### config.mk
export PLATFORM = sky130hd
export DESIGN_NAME = ps2_host_bus_engine
export DESIGN_NICKNAME = d
export VERILOG_FILES = /design/src/rtl/ps2he_pkg.sv /design/src/rtl/ps2he_cfg_regs.sv /design/src/rtl/ps2he_fsm.sv /design/src/rtl/ps2_host_bus_engine.sv
export SDC_FILE = /design/constraint.sdc
export NUM_CORES = 1
export LEC_CHECK = 0
export ABC_AREA = 1
export BUFFER_PORTS_ARGS = -buffer_cell sky130_fd_sc_hd__buf_2
export CORE_UTILIZATION = 58
export DETAILED_ROUTE_END_ITERATION = 12
export PLACE_DENSITY = 0.8
export SYNTH_ARGS = -nofsm -noshare
export SYNTH_HDL_FRONTEND = slang
export SYNTH_SLANG_ARGS = --single-unit
### constraint.sdc
create_clock -name clk -period 2.05 [get_ports clk]
set_input_delay 0.1025 -clock clk [delete_from_list [all_inputs] [get_ports clk]]
set_output_delay 0.1025 -clock clk [all_outputs]
set_load 0.01 [all_outputs]
### src/rtl/ps2he_pkg.sv
// ----------------------------------------------------------------------------
// PS/2 host bus engine package
// Shared types, request and event codes, register map and limits.
// ----------------------------------------------------------------------------
`timescale 1ns / 1ps
`default_nettype none

package ps2he_pkg;

    // Request codes carried by req_type.
    localparam logic [1:0] REQ_SEND = 2'd0;
    localparam logic [1:0] REQ_EDGE = 2'd1;
    localparam logic [1:0] REQ_TICK = 2'd2;

    // Event codes reported in event_code.
    localparam logic [2:0] EV_NONE    = 3'd0;
    localparam logic [2:0] EV_SENT    = 3'd1;
    localparam logic [2:0] EV_ACK     = 3'd2;
    localparam logic [2:0] EV_DATA    = 3'd3;
    localparam logic [2:0] EV_SECTION = 3'd4;
    localparam logic [2:0] EV_TIMEOUT = 3'd5;

    // Configuration register indexes (byte address is four times the index).
    localparam logic [1:0] REG_INHIBIT     = 2'd0;
    localparam logic [1:0] REG_DEVICE_WAIT = 2'd1;
    localparam logic [1:0] REG_BIT_GAP     = 2'd2;
    localparam logic [1:0] REG_SECTION_GAP = 2'd3;

    localparam logic [15:0] INHIBIT_RESET     = 16'd100;
    localparam logic [15:0] DEVICE_WAIT_RESET = 16'd15000;
    localparam logic [15:0] BIT_GAP_RESET     = 16'd2000;
    localparam logic [15:0] SECTION_GAP_RESET = 16'd2000;

    localparam logic [7:0] ACK_BYTE    = 8'hFA;
    localparam logic [4:0] MAX_SECTION = 5'd16;

    typedef struct packed {
        logic [15:0] inhibit_time_us;
        logic [15:0] device_wait_us;
        logic [15:0] bit_gap_us;
        logic [15:0] section_gap_us;
    } cfg_t;

    typedef struct packed {
        logic [1:0] req_type;
        logic [7:0] tx_value;
        logic       data_line;
    } item_t;

    typedef struct packed {
        logic       hold_clock_low;
        logic       hold_data_low;
        logic [2:0] event_code;
        logic [7:0] rx_value;
        logic [4:0] section_bytes;
        logic       busy_res;
    } res_t;

endpackage

`default_nettype wire

### src/rtl/ps2he_cfg_regs.sv
// ----------------------------------------------------------------------------
// PS/2 host bus engine configuration registers
// APB-style register file holding the four timing values in microseconds.
// ----------------------------------------------------------------------------
`timescale 1ns / 1ps
`default_nettype none

module ps2he_cfg_regs (
    input  wire logic              clk,
    input  wire logic              rst_n,
    input  wire logic              psel,
    input  wire logic              penable,
    input  wire logic              pwrite,
    input  wire logic [3:0]        paddr,
    input  wire logic [31:0]       pwdata,
    output logic      [31:0]       prdata,
    output logic                   pready,
    output ps2he_pkg::cfg_t        cfg
);

    ps2he_pkg::cfg_t cfg_reg;
    ps2he_pkg::cfg_t cfg_next;
    logic            wr_en;
    logic [1:0]      reg_idx;

    assign pready  = 1'b1;
    assign wr_en   = psel && penable && pwrite;
    assign reg_idx = paddr[3:2];
    assign cfg     = cfg_reg;

    always_comb
    begin
        cfg_next = cfg_reg;
        if (wr_en)
        begin
            case (reg_idx)
                ps2he_pkg::REG_INHIBIT:     cfg_next.inhibit_time_us = pwdata[15:0];
                ps2he_pkg::REG_DEVICE_WAIT: cfg_next.device_wait_us  = pwdata[15:0];
                ps2he_pkg::REG_BIT_GAP:     cfg_next.bit_gap_us      = pwdata[15:0];
                ps2he_pkg::REG_SECTION_GAP: cfg_next.section_gap_us  = pwdata[15:0];
                default:                    cfg_next = cfg_reg;
            endcase
        end
    end

    always_comb
    begin
        case (reg_idx)
            ps2he_pkg::REG_INHIBIT:     prdata = {16'd0, cfg_reg.inhibit_time_us};
            ps2he_pkg::REG_DEVICE_WAIT: prdata = {16'd0, cfg_reg.device_wait_us};
            ps2he_pkg::REG_BIT_GAP:     prdata = {16'd0, cfg_reg.bit_gap_us};
            ps2he_pkg::REG_SECTION_GAP: prdata = {16'd0, cfg_reg.section_gap_us};
            default:                    prdata = 32'd0;
        endcase
    end

    always_ff @(posedge clk or negedge rst_n)
    begin
        if (!rst_n)
        begin
            cfg_reg.inhibit_time_us <= ps2he_pkg::INHIBIT_RESET;
            cfg_reg.device_wait_us  <= ps2he_pkg::DEVICE_WAIT_RESET;
            cfg_reg.bit_gap_us      <= ps2he_pkg::BIT_GAP_RESET;
            cfg_reg.section_gap_us  <= ps2he_pkg::SECTION_GAP_RESET;
        end
        else
        begin
            cfg_reg <= cfg_next;
        end
    end

endmodule

`default_nettype wire

### src/rtl/ps2he_fsm.sv
// ----------------------------------------------------------------------------
// PS/2 host bus engine sequencer
// Holds the bus state and applies one item per processing strobe.
// ----------------------------------------------------------------------------
`timescale 1ns / 1ps
`default_nettype none

module ps2he_fsm (
    input  wire logic            clk,
    input  wire logic            rst_n,
    input  wire logic            proc,
    input  ps2he_pkg::item_t     item,
    input  ps2he_pkg::cfg_t      cfg,
    output ps2he_pkg::res_t      res
);

    typedef enum logic [1:0] {
        PH_IDLE    = 2'd0,
        PH_INHIBIT = 2'd1,
        PH_SEND    = 2'd2,
        PH_RECEIVE = 2'd3
    } phase_t;

    phase_t      phase_reg,    phase_next;
    logic [3:0]  bit_idx_reg,  bit_idx_next;
    logic [7:0]  tx_shift_reg, tx_shift_next;
    logic [7:0]  rx_shift_reg, rx_shift_next;
    logic        parity_reg,   parity_next;
    logic [15:0] timer_reg,    timer_next;
    logic        timer_on_reg, timer_on_next;
    logic [4:0]  tally_reg,    tally_next;
    logic        drv_clk_reg,  drv_clk_next;
    logic        drv_dat_reg,  drv_dat_next;
    logic [2:0]  ev;
    logic [7:0]  rx_out;
    logic [4:0]  count_out;
    logic        tx_bit;

    assign tx_bit = tx_shift_reg[bit_idx_reg[2:0]];

    always_comb
    begin
        phase_next    = phase_reg;
        bit_idx_next  = bit_idx_reg;
        tx_shift_next = tx_shift_reg;
        rx_shift_next = rx_shift_reg;
        parity_next   = parity_reg;
        timer_next    = timer_reg;
        timer_on_next = timer_on_reg;
        tally_next    = tally_reg;
        drv_clk_next  = drv_clk_reg;
        drv_dat_next  = drv_dat_reg;
        ev            = ps2he_pkg::EV_NONE;
        rx_out        = 8'd0;
        count_out     = 5'd0;

        case (item.req_type)
            ps2he_pkg::REQ_SEND:
            begin
                // A send aborts whatever is in progress, section timer included.
                tx_shift_next = item.tx_value;
                drv_clk_next  = 1'b1;
                drv_dat_next  = 1'b0;
                timer_next    = cfg.inhibit_time_us;
                timer_on_next = 1'b1;
                phase_next    = PH_INHIBIT;
            end
            ps2he_pkg::REQ_EDGE:
            begin
                case (phase_reg)
                    PH_SEND:
                    begin
                        timer_next    = cfg.bit_gap_us;
                        timer_on_next = 1'b1;
                        bit_idx_next  = bit_idx_reg + 4'd1;
                        if (bit_idx_reg < 4'd8)
                        begin
                            drv_dat_next = !tx_bit;
                            parity_next  = parity_reg ^ tx_bit;
                        end
                        else if (bit_idx_reg == 4'd8)
                        begin
                            drv_dat_next = !parity_reg;
                        end
                        else if (bit_idx_reg == 4'd9)
                        begin
                            drv_dat_next = 1'b0;
                        end
                        else
                        begin
                            ev            = ps2he_pkg::EV_SENT;
                            phase_next    = PH_IDLE;
                            drv_clk_next  = 1'b0;
                            drv_dat_next  = 1'b0;
                            timer_on_next = 1'b0;
                        end
                    end
                    PH_IDLE:
                    begin
                        // An edge in idle is taken as the start bit of a frame.
                        rx_shift_next = 8'd0;
                        bit_idx_next  = 4'd0;
                        timer_next    = cfg.bit_gap_us;
                        timer_on_next = 1'b1;
                        phase_next    = PH_RECEIVE;
                    end
                    PH_RECEIVE:
                    begin
                        bit_idx_next = bit_idx_reg + 4'd1;
                        if (bit_idx_reg < 4'd8)
                        begin
                            rx_shift_next = {item.data_line, rx_shift_reg[7:1]};
                            timer_next    = cfg.bit_gap_us;
                            timer_on_next = 1'b1;
                        end
                        else if (bit_idx_reg == 4'd8)
                        begin
                            timer_next    = cfg.bit_gap_us;
                            timer_on_next = 1'b1;
                        end
                        else
                        begin
                            rx_out = rx_shift_reg;
                            if (rx_shift_reg == ps2he_pkg::ACK_BYTE)
                            begin
                                ev = ps2he_pkg::EV_ACK;
                            end
                            else
                            begin
                                ev = ps2he_pkg::EV_DATA;
                                if (tally_reg < ps2he_pkg::MAX_SECTION)
                                begin
                                    tally_next = tally_reg + 5'd1;
                                end
                            end
                            timer_next    = cfg.section_gap_us;
                            timer_on_next = 1'b1;
                            phase_next    = PH_IDLE;
                        end
                    end
                    default:
                    begin
                        phase_next = phase_reg;
                    end
                endcase
            end
            ps2he_pkg::REQ_TICK:
            begin
                if (timer_on_reg)
                begin
                    if (timer_reg <= 16'd1)
                    begin
                        timer_next    = 16'd0;
                        timer_on_next = 1'b0;
                        case (phase_reg)
                            PH_IDLE:
                            begin
                                ev         = ps2he_pkg::EV_SECTION;
                                count_out  = tally_reg;
                                tally_next = 5'd0;
                            end
                            PH_INHIBIT:
                            begin
                                // Release the clock and drive the start bit.
                                drv_clk_next  = 1'b0;
                                drv_dat_next  = 1'b1;
                                phase_next    = PH_SEND;
                                timer_next    = cfg.device_wait_us;
                                timer_on_next = 1'b1;
                                bit_idx_next  = 4'd0;
                                parity_next   = 1'b1;
                            end
                            default:
                            begin
                                ev           = ps2he_pkg::EV_TIMEOUT;
                                phase_next   = PH_IDLE;
                                drv_clk_next = 1'b0;
                                drv_dat_next = 1'b0;
                            end
                        endcase
                    end
                    else
                    begin
                        timer_next = timer_reg - 16'd1;
                    end
                end
            end
            default:
            begin
                ev = ps2he_pkg::EV_NONE;
            end
        endcase
    end

    always_comb
    begin
        res.hold_clock_low = drv_clk_next;
        res.hold_data_low  = drv_dat_next;
        res.event_code     = ev;
        res.rx_value       = rx_out;
        res.section_bytes  = count_out;
        res.busy_res       = (phase_next != PH_IDLE);
    end

    always_ff @(posedge clk or negedge rst_n)
    begin
        if (!rst_n)
        begin
            phase_reg    <= PH_IDLE;
            bit_idx_reg  <= 4'd0;
            tx_shift_reg <= 8'd0;
            rx_shift_reg <= 8'd0;
            parity_reg   <= 1'b1;
            timer_reg    <= 16'd0;
            timer_on_reg <= 1'b0;
            tally_reg    <= 5'd0;
            drv_clk_reg  <= 1'b0;
            drv_dat_reg  <= 1'b0;
        end
        else if (proc)
        begin
            phase_reg    <= phase_next;
            bit_idx_reg  <= bit_idx_next;
            tx_shift_reg <= tx_shift_next;
            rx_shift_reg <= rx_shift_next;
            parity_reg   <= parity_next;
            timer_reg    <= timer_next;
            timer_on_reg <= timer_on_next;
            tally_reg    <= tally_next;
            drv_clk_reg  <= drv_clk_next;
            drv_dat_reg  <= drv_dat_next;
        end
    end

endmodule

`default_nettype wire

### src/rtl/ps2_host_bus_engine.sv
// ----------------------------------------------------------------------------
// PS/2 host bus engine
// Host side of a PS/2 link: sends bytes, receives frames and reports events.
// ----------------------------------------------------------------------------
// Usage: each input item is a send command, a falling clock edge with the
// sampled data level, or a one-microsecond tick. Items enter on in_valid /
// in_stall and every item produces exactly one result on out_valid /
// out_stall, carrying the line drives, an event code, the received byte,
// the section byte count and a busy flag.
// An item is registered on acceptance and its result is registered when it
// is processed; one item is taken per cycle while no result is stalled.
// The state update is a single pass of logic between the input register
// and the result register.
// When out_stall holds a pending result, the input register keeps its item
// and in_stall rises; no item is lost or reordered. Reset returns the bus to
// idle with both lines released, the timer stopped, the section tally cleared
// and the timing registers at their defaults. The user must write timing
// registers over the APB port while the engine is idle; it is not enforced.
// ----------------------------------------------------------------------------
`timescale 1ns / 1ps
`default_nettype none

module ps2_host_bus_engine (
    input  wire logic        clk,
    input  wire logic        rst_n,
    input  wire logic        psel,
    input  wire logic        penable,
    input  wire logic        pwrite,
    input  wire logic [3:0]  paddr,
    input  wire logic [31:0] pwdata,
    output logic      [31:0] prdata,
    output logic             pready,
    input  wire logic        in_valid,
    output logic             in_stall,
    input  wire logic [1:0]  req_type,
    input  wire logic [7:0]  tx_value,
    input  wire logic        data_line,
    output logic             out_valid,
    input  wire logic        out_stall,
    output logic             hold_clock_low,
    output logic             hold_data_low,
    output logic [2:0]       event_code,
    output logic [7:0]       rx_value,
    output logic [4:0]       section_bytes,
    output logic             busy_res
);

    ps2he_pkg::cfg_t  cfg;
    ps2he_pkg::item_t item_reg;
    ps2he_pkg::res_t  step_res;
    ps2he_pkg::res_t  res_reg;
    logic             in_vld_reg,  in_vld_next;
    logic             out_vld_reg, out_vld_next;
    logic             out_free;
    logic             proc;

    ps2he_cfg_regs u_cfg (
        .clk     (clk),
        .rst_n   (rst_n),
        .psel    (psel),
        .penable (penable),
        .pwrite  (pwrite),
        .paddr   (paddr),
        .pwdata  (pwdata),
        .prdata  (prdata),
        .pready  (pready),
        .cfg     (cfg)
    );

    ps2he_fsm u_fsm (
        .clk   (clk),
        .rst_n (rst_n),
        .proc  (proc),
        .item  (item_reg),
        .cfg   (cfg),
        .res   (step_res)
    );

    assign out_free = !out_vld_reg || !out_stall;
    assign proc     = in_vld_reg && out_free;
    assign in_stall = in_vld_reg && !out_free;

    always_comb
    begin
        in_vld_next = in_vld_reg;
        if (!in_stall)
        begin
            in_vld_next = in_valid;
        end
        out_vld_next = out_vld_reg && out_stall;
        if (proc)
        begin
            out_vld_next = 1'b1;
        end
    end

    always_ff @(posedge clk or negedge rst_n)
    begin
        if (!rst_n)
        begin
            in_vld_reg  <= 1'b0;
            out_vld_reg <= 1'b0;
        end
        else
        begin
            in_vld_reg  <= in_vld_next;
            out_vld_reg <= out_vld_next;
        end
    end

    always_ff @(posedge clk)
    begin
        if (in_valid && !in_stall)
        begin
            item_reg.req_type  <= req_type;
            item_reg.tx_value  <= tx_value;
            item_reg.data_line <= data_line;
        end
        if (proc)
        begin
            res_reg <= step_res;
        end
    end

    assign out_valid      = out_vld_reg;
    assign hold_clock_low = res_reg.hold_clock_low;
    assign hold_data_low  = res_reg.hold_data_low;
    assign event_code     = res_reg.event_code;
    assign rx_value       = res_reg.rx_value;
    assign section_bytes  = res_reg.section_bytes;
    assign busy_res       = res_reg.busy_res;

endmodule

`default_nettype wire

=== Yosys cells after proc, flatten, opt, wreduce, memory -nomap -nowiden ===
Index checks and enable logic that the tools add are counted.

* Mux-type cells: 77
* Add/sub/neg operators: 3
* Order comparisons: 4
* Bitwise gates (word level): 3
* Reductions and logical operators: 36
* Equal/unequal tests: 26

{| class="wikitable"
|+ Operators with widths
! kind !! number
|-
| case mux 32 bit (4 select lines) || 1
|-
| 2-to-1 mux 16 bit || 5
|-
| case mux 16 bit (3 select lines) || 1
|-
| 2-to-1 mux 5 bit || 8
|-
| case mux 16 bit (2 select lines) || 1
|-
| 2-to-1 mux 1 bit || 27
|-
| 2-to-1 mux 3 bit || 6
|-
| case mux 3 bit (2 select lines) || 3
|-
| less-or-equal comparator 16 x 1 -> 1 bit, second input constant || 1
|-
| case mux 4 bit (2 select lines) || 2
|-
| case mux 8 bit (2 select lines) || 1
|-
| subtractor 16 x 1 -> 16 bit, second input constant || 1
|-
| 2-to-1 mux 2 bit || 7
|-
| 2-to-1 mux 4 bit || 3
|-
| inequality test 2 x 1 -> 1 bit, second input constant || 6
|-
| inequality test 2 bit, second input constant || 6
|-
| case mux 2 bit (3 select lines) || 2
|-
| AND reduction 4 bit || 3
|-
| == test 2 bit, second input constant || 5
|-
| case mux 5 bit (2 select lines) || 1
|-
| AND reduction 10 bit || 1
|-
| AND reduction 2 bit || 5
|-
| case mux 1 bit (3 select lines) || 3
|-
| == test 4 bit, second input constant || 2
|-
| 26 further kinds || 48
|}

* Output and inout port bits: 54
* Input bits: 54
* Logic and storage cells: 174
* Bits in registers: 143

=== Logic depth before layout (Yosys ltp) ===
Gate-level depths: netlist of run 1.

* Word-level depth: 7
* Depth in mapped cells: 13
* Mapped depth without buffers: 12

=== Cells and area by module ===
From an unflattened synthesis of run 1, not the netlist that was laid out.

* Cell total of the unflattened synthesis: 1045
* Area total of the unflattened synthesis: 8156.6 um^2

{| class="wikitable"
|+ Modules (own cells, without submodules)
! module !! cells an instance !! times used !! area an instance (um^2) !! seq. area each (um^2)
|-
| ps2he_fsm || 607 || 1 || 3906.2 || 1177.4
|-
| ps2he_cfg_regs || 396 || 1 || 3254.4 || 1629.1
|-
| ps2_host_bus_engine || 42 || 1 || 996.0 || 950.9
|}

=== Worst setup path after synthesis of run 1 ===
OpenSTA, ideal clock, no wires.

* Path type: reg-to-reg
* From: register out_vld_reg, in the netlist out_valid
* To: register u_fsm.tx_shift_reg[0]
* Path slack: 0.169 ns
* Buffers on the path: 0
* Arrival: 1.756 ns
* Data required time: 1.925 ns
* Clock period less this slack: 1.881 ns
* Stages on the path, launching flop included: 6
* Setup time: 0.125 ns
* Cells stage by stage: dfrtp_1 > nand2_1 > nand2_1 > inv_1 > nand2_1 > mux2_2

* Word-level cells in the longest chain between the ends: 4

{| class="wikitable"
|+ RTL lines
! item !! line !! source
|-
| start, declared || ps2_host_bus_engine.sv:53 || <nowiki>logic out_vld_reg, out_vld_next;</nowiki>
|-
| start signal, assigned || ps2_host_bus_engine.sv:107 || <nowiki>out_vld_reg <= out_vld_next;</nowiki>
|-
| logical NOT 1 bit || ps2_host_bus_engine.sv:79 || <nowiki>assign out_free = !out_vld_reg || !out_stall;</nowiki>
|-
| logical OR 1 bit || ps2_host_bus_engine.sv:79 ||
|-
| logical AND 1 bit || ps2_host_bus_engine.sv:80 || <nowiki>assign proc = in_vld_reg && out_free;</nowiki>
|-
| net proc || ps2_host_bus_engine.sv:55 || <nowiki>logic proc;</nowiki>
|-
| AND reduction 2 bit (no line) || -- ||
|-
| end signal, assigned || ps2he_fsm.sv:224 || <nowiki>tx_shift_reg <= tx_shift_next;</nowiki>
|-
| end, declared || ps2he_fsm.sv:26 || <nowiki>logic [7:0] tx_shift_reg, tx_shift_next;</nowiki>
|}

The timed path passes the listed nets, and every way through them passes these cells.
A chain may end at the register's enable or synchronous reset.

=== Final worst setup path of run 1 ===
* From: register u_fsm.timer_reg[0]
* To: register u_fsm.bit_idx_reg[0]

* Word-level cells in the longest chain between the ends: 3

{| class="wikitable"
|+ RTL lines
! item !! line !! source
|-
| start, declared || ps2he_fsm.sv:29 || <nowiki>logic [15:0] timer_reg, timer_next;</nowiki>
|-
| start signal, assigned || ps2he_fsm.sv:227 || <nowiki>timer_reg <= timer_next;</nowiki>
|-
| less-or-equal comparator 16 x 1 -> 1 bit || ps2he_fsm.sv:151 || <nowiki>if (timer_reg <= 16'd1)</nowiki>
|-
| inequality test 2 x 1 -> 1 bit (no line) || -- ||
|-
| AND reduction 6 bit (no line) || -- ||
|-
| end signal, assigned || ps2he_fsm.sv:223 || <nowiki>bit_idx_reg <= bit_idx_next;</nowiki>
|-
| end, declared || ps2he_fsm.sv:25 || <nowiki>logic [3:0] bit_idx_reg, bit_idx_next;</nowiki>
|}

No other way between the ends.

==> summary by stage, run 1 <==
Run status
The flow ran to the end, and the final reports show no timing, DRC or antenna violations.

Finish
Leaving out fill and tap cells, the most frequent cell in the layout is sky130_fd_sc_hd__nand2_1. The register with the most flip-flops in the layout has 64 of them. The area used by multi-input combinational logic is 3450 um2. The number of antenna diodes in the final layout is 0. The total number of nets in the final design is 1,149. The top cell types in the final layout, fill and taps aside, are sky130_fd_sc_hd__nand2_1, sky130_fd_sc_hd__o21ai_0, sky130_fd_sc_hd__nor2_1. Counting the fill cells in the layout gives 991. The share of layout cells above drive strength 1 is 0.176. Registers take 3760 um2. Compared with the post-synthesis result, the final layout area differs by 17.9%.

Floorplan
The core area is 12,900 um2. The area of the die is 13,900 um2. The I/O pin count is 108. The die width is 118 um. From bottom edge to top edge, the die measures 118 um. In this run the core area contains 41 standard-cell rows.

The starting utilization of the core area is 0.605.

Pwr
The analysis attributes to cell leakage a power of 0.00442 uW. The worst-case vdd ir drop is 0.851 mV. The total power per unit cell area is 1150 nW/um2.

Synth
Of the total synthesized cell area, the portion taken by XOR and XNOR cells is 0.00786. After synthesis, the largest family of logic cells by area is simple AND/OR/NAND/NOR gates. The distinct cell type count after synthesis is 43. The post-synthesis adder-cell area fraction is 0.0225. The share of synthesized area spent on multiplexers is 0.0116.

Counting flops with a built-in enable in the synthesized netlist gives 30. The cell count after synthesis is 980. The synthesized area is 7800 um2. The average instance in the mapped netlist occupies 7.96 um2. Of the total synthesized cell area, the portion taken by AND, OR, NAND and NOR gates is 0.274. The number of synthesis warnings is 0. Of the synthesized area, sequential elements account for 0.482. In this run, synthesis produced a sequential element count of 143. The fraction of registers with async set or reset after synthesis is 0.790.

The compound-cell area share of the yosys netlist is 0.117. In the synthesized netlist the dominant register cell turns out to be sky130_fd_sc_hd__dfrtp_1.

Routing
The number of nets with antenna violations after detailed routing is 0. The iteration count of the initial detailed-routing pass is 5. The via count is 6,896. In the routed design, unresolved DRC markers number 0. The uppermost metal layer occupied by signal nets is met4. The final layout contains routed wiring with a total length of 18.9 mm. The post-detailed-route wirelength per cell is 14.9 um. After the first detailed-routing iteration, the DRC count stood at 584. Detailed routing placed a total of 1.34 mm of wire on met3.

For this block, wires on met1 add up to 8.17 mm. Summed over all nets, wire length on met2 after detailed routing comes to 8.99 mm. The via count normalized by instance count is 5.45.

CTS
The latest clock arrival within the worst-skew pair is 0.43 ns. The buffer levels on the longest clock path is 2. The H-tree was split into 4 levels. The root buffer cell is sky130_fd_sc_hd__clkbuf_16. TritonCTS built the clock tree. The clock-pin slew on the worst setup and hold paths is 0.06 ns. The post-CTS setup buffer count is 0. The number of clock sinks is 143. The number of buffers created by CTS is 17.

STA
The fmax is 532 MHz. Setup violations remaining at the end of the flow were counted as 0. The count of pins over their slew limit is 0. The tightest hold path in the finished design has a slack of 0.00452 ns.

For the finished layout, the period the worst path requires is 1.88 ns. Setup repair after global routing left no endpoint under its margin. Dividing the final minimum period by the clock period gives 0.917. The final-layout setup total negative slack is 0 ns. The clock skew is 0.0104 ns. The number of hold violations in the final report was 0.

Hold path
The worst hold path startpoint is pwdata[14]. The type of the most critical hold path is in -> reg.

Setup path
The critical path in this run is classified as reg -> reg. The beginning of the worst register-to-register path is u_fsm.timer_reg[0]$_DFFE_PN0P_. The highest-delay cell along the critical path is sky130_fd_sc_hd__dfrtp_1. Data arrives at the worst endpoint at 2.19 ns. The capturing element type of the critical path is a flop. The kind of cell with the highest combined delay on the critical path is simple AND/OR/NAND/NOR gates. For the worst setup path, the data required time is 2.36 ns. Counting both buffers and inverters, the worst setup path holds a total of 1. The cell that appears most often on the critical path is sky130_fd_sc_hd__o21ai_2. The highest net fanout along the worst path is 7. The critical path goes through inv_1, ha_1, o21ai_2, nor2_4, nand2_4, o21ai_2, nand3_2, nor2_1, a21oi_1.

The worst setup path startpoint is u_fsm.timer_reg[0]$_DFFE_PN0P_. The critical path launch point type is a flop. The largest single stage delay on the critical path is 0.41 ns.

GRT
The initial antenna violation count is 0. The via count of the first global-routing pass is 6,455. Global routing finished with a remaining overflow of 0. The combined global-route utilization of all metal layers is 0.287. Entering global routing, the biggest net connects 73 pins.

The first-pass GRT wire length is 31.5 mm.

Flow run
Across the run, the number of max-cap violations was 0.

Placement
The count of buffers added on input and output ports is 72. The total half-perimeter wirelength after legalization and detailed placement is 12.6 mm. At the end of routability-driven placement, the weighted congestion stood at 0.923.
[cell usage after synthesis (2+ instances only)]
library cell                number  share of area
sky130_fd_sc_hd__ha_1           14          0.022
sky130_fd_sc_hd__mux2_2          8          0.012
sky130_fd_sc_hd__o21ai_0       103          0.066
sky130_fd_sc_hd__dfstp_2        23          0.078
sky130_fd_sc_hd__o2111ai_1      13          0.015
sky130_fd_sc_hd__nand3_1        57          0.037
sky130_fd_sc_hd__o211ai_2        2         0.0032
sky130_fd_sc_hd__o21ai_1        18          0.012
sky130_fd_sc_hd__clkbuf_1       22          0.011
sky130_fd_sc_hd__and3_1          2         0.0016
sky130_fd_sc_hd__buf_2          10         0.0064
sky130_fd_sc_hd__nor2_1         98          0.047
sky130_fd_sc_hd__xor2_1          7         0.0079
sky130_fd_sc_hd__o21ai_2         4         0.0045
sky130_fd_sc_hd__or2_2           3         0.0024
sky130_fd_sc_hd__nor3_1          6         0.0039
sky130_fd_sc_hd__buf_4          20          0.019
sky130_fd_sc_hd__nand4_1        15          0.012
sky130_fd_sc_hd__dfrtp_1        90           0.29
sky130_fd_sc_hd__a31oi_1         2         0.0016
sky130_fd_sc_hd__a21oi_1        15         0.0096
sky130_fd_sc_hd__edfxtp_1       30           0.12
sky130_fd_sc_hd__nor2_4          5         0.0072
sky130_fd_sc_hd__nand2_2         7         0.0056
sky130_fd_sc_hd__inv_1          86          0.041
sky130_fd_sc_hd__nand3_2         3         0.0039
sky130_fd_sc_hd__conb_1          2        0.00096
sky130_fd_sc_hd__nor2_2          4         0.0032
sky130_fd_sc_hd__nand2_1       295           0.14
sky130_fd_sc_hd__o21bai_1        3         0.0029
[power breakdown]
part           leakage [uW]  switching (uW)  internal (uW)  total, uW
clock              0.000278            1170           1860       3020
combinational       0.00246            2040           1200       3240
sequential          0.00168             638           3670       4310
[area by class of cell]
cell class	instances	share of cell area
Clock buffer	23	0.0509
Sequential cell	143	0.409
Inverter	88	0.0359
Tap cell	172	0.0234
Timing Repair Buffer	122	0.0942
Multi-Input combinational cell	709	0.375
Clock inverter	9	0.0117
[worst min-delay path, delay by kind of cell]
kind	cells	cell delay, ns
AO/OA/AOI/OAI	1	0.15
buffers and inverters	2	0.14
[metal layers]
| layer | track usage | up-vias |
|---|---|---|
| met5 | 0 | - |
| met4 | 0.103 | 0 |
| met3 | 0.0644 | 36 |
| met2 | 0.464 | 276 |
| met1 | 0.378 | 3220 |
| li1 | - | 3364 |
[worst paths after layout]
path | end | slack [ns] | cells after the start
max reg2reg | u_fsm.bit_idx_reg[0]$_DFFE_PN0P_ | 0.17 | 9
min reg2reg | u_fsm.tx_shift_reg[3]$_DFFE_PN0P_ | 0.47 | 1
max in group asynchronous | u_cfg.cfg[4]$_DFFE_PN1P_ | 1.07 | 3
min | u_cfg.cfg[46]$_DFFE_PN0P_ | 0.005 | 3
min in group asynchronous | u_cfg.cfg[16]$_DFFE_PN0P_ | 0.17 | 2
max | u_fsm.bit_idx_reg[0]$_DFFE_PN0P_ | 0.17 | 9
[timing repair]
action | in CTS | in global routing
hold buffers | 26 | 0
endpoints found under the setup margin | 0 | 15
endpoints found under the hold margin | 80 | 0
resized for setup | 0 | 3
[logic make-up (layout without fill, tap and decap cells)]
group / count (synthesis) / in the layout
and+or+nand+nor: 500 / 500
AOI/OAI and AO/OA: 163 / 163
DFF: 143 / 143
buffers and inverters: 143 / 242
adders and majority gates: 14 / 14
muxes: 8 / 8
xor gates and xnor gates: 7 / 7
other: 2 / 17
[metrics by stage]
| stage | power (uW) | setup WS, ns | util | area (um2) | instances |
|---|---|---|---|---|---|
| 2_1_floorplan | 6550 | 0.169 | - | 7850 | 995 |
| 3_3_place_gp | 7360 | 0.213 | 0.649 | 8350 | 1208 |
| 3_5_place_dp | 7460 | 0.162 | 0.649 | 8350 | 1208 |
| 4_1_cts | 10500 | 0.137 | 0.713 | 9190 | 1266 |
| 5_1_grt | 11300 | 0.00902 | 0.714 | 9190 | 1266 |
| 6_report | 10600 | 0.171 | 0.714 | 9190 | 1266 |
(Power assumes the default switching activity.)
==> run 2, diff against run 1 <==
--- a/config.mk
+++ b/config.mk
@@ -12,4 +12,5 @@
 export PLACE_DENSITY = 0.8
 export SYNTH_ARGS = -nofsm -noshare
 export SYNTH_HDL_FRONTEND = slang
+export SYNTH_HIERARCHICAL = 1
 export SYNTH_SLANG_ARGS = --single-unit
==> run 2 against run 1 <==
Critical path depth increased by 3. Critical endpoint is now u_fsm/timer_reg[2]$_DFFE_PN0P_. Final area rose by 4.6%. Die area is 4.5% higher. Largest power group unchanged. Wire length increased by 12%. Fmax decreased by 5.0%. Largest cell class is now multi-input gates. Highest routed layer unchanged.
==> summary by stage, run 2 <==
Run status
The flow ran to the end, and the final reports show no timing, DRC or antenna violations.

Setup path
The data arrival time of the critical path is 2.29 ns. The worst setup path startpoint is u_fsm/timer_reg[0]$_DFFE_PN0P_. The number of cells on the worst reg-to-reg path is 12. The critical path's largest stage delay is 0.42 ns. The signal on the critical path passes through inv_1, ha_2, o21ai_1, nor2_4, nand2_8, nand2_8, buf_12, nand2_1, a21oi_1, o21ai_0, nand2_1, o21ai_0. Among cell families on the critical path, the largest total delay comes from simple AND/OR/NAND/NOR gates.

The highest net fanout along the worst path is 6. The capture point of the worst reg-to-reg path is u_fsm/timer_reg[2]$_DFFE_PN0P_. The capturing element type of the critical path is a flop. The critical path launch point type is a flop. The critical path in this run is classified as reg -> reg. The setup slack on the worst flop-to-flop path is 0.07 ns. The highest-delay cell along the critical path is sky130_fd_sc_hd__dfrtp_1. Counting both buffers and inverters, the worst setup path holds a total of 2.

The startpoint identified for the worst register-to-register timing path is u_fsm/timer_reg[0]$_DFFE_PN0P_. STA puts the critical path data required time at 2.36 ns.

STA
In the post-route analysis, the smallest setup slack over all paths is 0.0712 ns. The final critical path time including I/O delays and setup is 1.98 ns. For the final database, setup skew stands at 0.00847 ns. The tightest hold path in the finished design has a slack of 0.180 ns. At the pin with the least slew margin, the transition time is 0.596 ns.

The count of pins over their slew limit is 0. The final setup violation count is 0. The number of hold violations in the final report is 0. The fmax is 505 MHz. The relative slew slack is 0.602. The share of the clock period used by the worst path is 0.965.

Synth
The leading register cell type out of synthesis is sky130_fd_sc_hd__dfrtp_1. Counting flops and latches in the post-synthesis netlist gives 143. The sequential fraction of the synthesis area is 0.461. Yosys attributes the largest share of cell area to sky130_fd_sc_hd__dfrtp_1, sky130_fd_sc_hd__nand2_1, sky130_fd_sc_hd__edfxtp_1. The average cell area after synthesis is 7.81 um2. The synthesized netlist occupies a cell area of 8160 um2. The library cell with the largest summed area after synthesis is sky130_fd_sc_hd__dfrtp_1.

The most frequently used cell type in the post-synthesis netlist is sky130_fd_sc_hd__nand2_1. The portion of synthesized cell area occupied by the leading cell type is 0.276. The distinct cell type count after synthesis is 45. In the synthesized netlist the async set-or-reset flop fraction comes to 0.790.

By count the netlist is led by sky130_fd_sc_hd__nand2_1, sky130_fd_sc_hd__nand3_1, sky130_fd_sc_hd__nor2_1. The Yosys step of the flow raised 6 warnings. Counting flops with a built-in enable in the synthesized netlist gives 30. Synthesis handed over a netlist of 1,045 instances.

CTS
The buffer levels on the longest clock path is 2. The latest clock arrival within the worst-skew pair is 0.43 ns. The clock-pin slew on the worst setup and hold paths is 0.06 ns.

The clock tree from TritonCTS is done. The number of buffers created by CTS is 17. The root buffer cell chosen for the clock tree is sky130_fd_sc_hd__clkbuf_16. The clock net in this run drives a total of 143 sinks. The number of H-tree levels is 4.

Finish
The library cells used most frequently in the layout, excluding fill and tap cells, are sky130_fd_sc_hd__nand2_1, sky130_fd_sc_hd__nand3_1, sky130_fd_sc_hd__nor2_1. From synthesis to final layout, the design area changed by 17.9%. The net count of the finished layout is 1,221.

The share of layout cells above drive strength 1 is 0.184. The post-route cell area is 9620 um2. The number of flip-flops under the largest register name is 64. The count of inserted antenna diode cells is 0. The most common library cell in the layout ignoring fill and taps is sky130_fd_sc_hd__nand2_1. The number of non-filler instances in the completed layout is 1,342.

Pwr
The worst-case IR drop observed on VDD is 0.661 mV. The net load switching power is 3480 uW. Of the total power, the share spent switching nets is 0.344.

The total design power is 10,100 uW. The internal power summed over all cells is 6620 uW. The fraction of power consumed by combinational cells is 0.275.

The total power per unit cell area is 1050 nW/um2. The static leakage power is 0.00476 uW. The share of total power dissipated in the clock network is 0.317. The sequential power share is 0.408.

GRT
For this run the aggregate overflow at the end of global routing stands at 0. The via count of the first global-routing pass is 7,017. Entering global routing, the biggest net connects 48 pins. The initial antenna violation count was 0. The combined global-route utilization of all metal layers is 0.305.

The first global-routing pass estimated 34.2 mm of wire.

Routing
The via count is 7,480. The number of nets with antenna violations after detailed routing is 0. The post-detailed-route wirelength per cell is 15.7 um.

The DRC violations left is 0. The iteration count of the initial detailed-routing pass is 10. The DRC violation total after the first TritonRoute iteration is 806.

The aggregate routed wire length is 21.0 mm. The via count normalized by instance count is 5.57.

Placement
The placer congestion estimate is 0.933. The minimum setup slack after placement is 0.0821 ns. The instance area after placement is 8630 um2. The total instance count after detailed placement is 1,276. The number of buffer cells added on primary ports is 72. The total half-perimeter wirelength after legalization and detailed placement is 13.9 mm.

Flow run
Max-cap violations in this run came to 0.

Hold path
The hold path endpoint is u_cfg/cfg[39]$_DFFE_PN1P_. The min-delay analysis places its worst path in the category in -> reg. The instance count along the most critical hold path is 5.

The worst hold path begins at penable.

Floorplan
The floorplan step defined a core boundary enclosing 13,500 um2. The die width is 121 um. The I/O pin count is 108. The area of the die is 14,500 um2. The die extent in y is 121 um. For this configuration, the core starts out at a cell density of 0.606. The initialized floorplan defines 42 standard-cell rows.
==> run 2: how the worst max path moves through the flow <==
stage	endpoint	slack, ns	cells past startpoint
2_1_floorplan	u_fsm/tally_reg[0]$_DFFE_PN0P_	0.15	8
3_3_place_gp	busy_res$_DFFE_PP_	0.14	11
3_5_place_dp	u_fsm/timer_reg[4]$_DFFE_PN0P_	0.08	10
4_1_cts	u_fsm/timer_reg[4]$_DFFE_PN0P_	0.04	10
5_1_grt	busy_res$_DFFE_PP_	-0.003	11
6_report	u_fsm/timer_reg[2]$_DFFE_PN0P_	0.07	12
==> run 2: power by group through the flow <==
stage                     Combinational [uW]  Sequential (uW)  Clock (uW)
after floorplan                         1960             3980           0
after global placement                  2570             4120           0
after detailed placement                2640             4120           0
after CTS                               2710             4090        3200
after global routing                    3140             4190        3350
final                                   2780             4120        3200
==> run 2: metal layers <==
layer  GRT usage  vias up  wire length [um]
met3      0.0783       45              1940
li1            -     3565                 -
met2       0.475      385              9690
met1       0.409     3485              8840
met4       0.121        0               567
met5           0        -                 0
==> run 2: tightest hold or removal path, delay by kind of cell <==
family                 cells  cell delay, ns
and+or+nand+nor            4            0.38
buffers and inverters      1            0.13
==> run 2: kinds of logic after synthesis <==
group	after synthesis	synth area share
buffers and inverters	126	0.0857
AOI/OAI and AO/OA	99	0.0672
adders and majority gates	14	0.0215
xor gates and xnor gates	8	0.00859
muxes	1	0.00138
and+or+nand+nor	652	0.354
other	2	0.000921
DFF	143	0.461
==> run 2: area by class of cell <==
class                   count  area (um2)
clock buffers              22         474
clock inverters            10         136
fillers                  1039        3840
inverters                  64         250
multi-input cells         791        3780
flip-flops and latches    143        3760
well taps                 176         220
repair buffers            136         996
==> run 2: repair_timing <==
action,4_1_cts,5_1_grt
gates resized for setup,0,6
hold buffers,31,0
endpoints found under the setup margin,0,15
buffers inserted,0,3
endpoints found under the hold margin,113,0
==> run 2: stage by stage <==
stage	TNS (ns)	util
finish	0	0.715
global placement	0	0.642
floorplan	0	-
CTS	0	0.710
detailed placement	0	0.642
global route	-0.00345	0.715
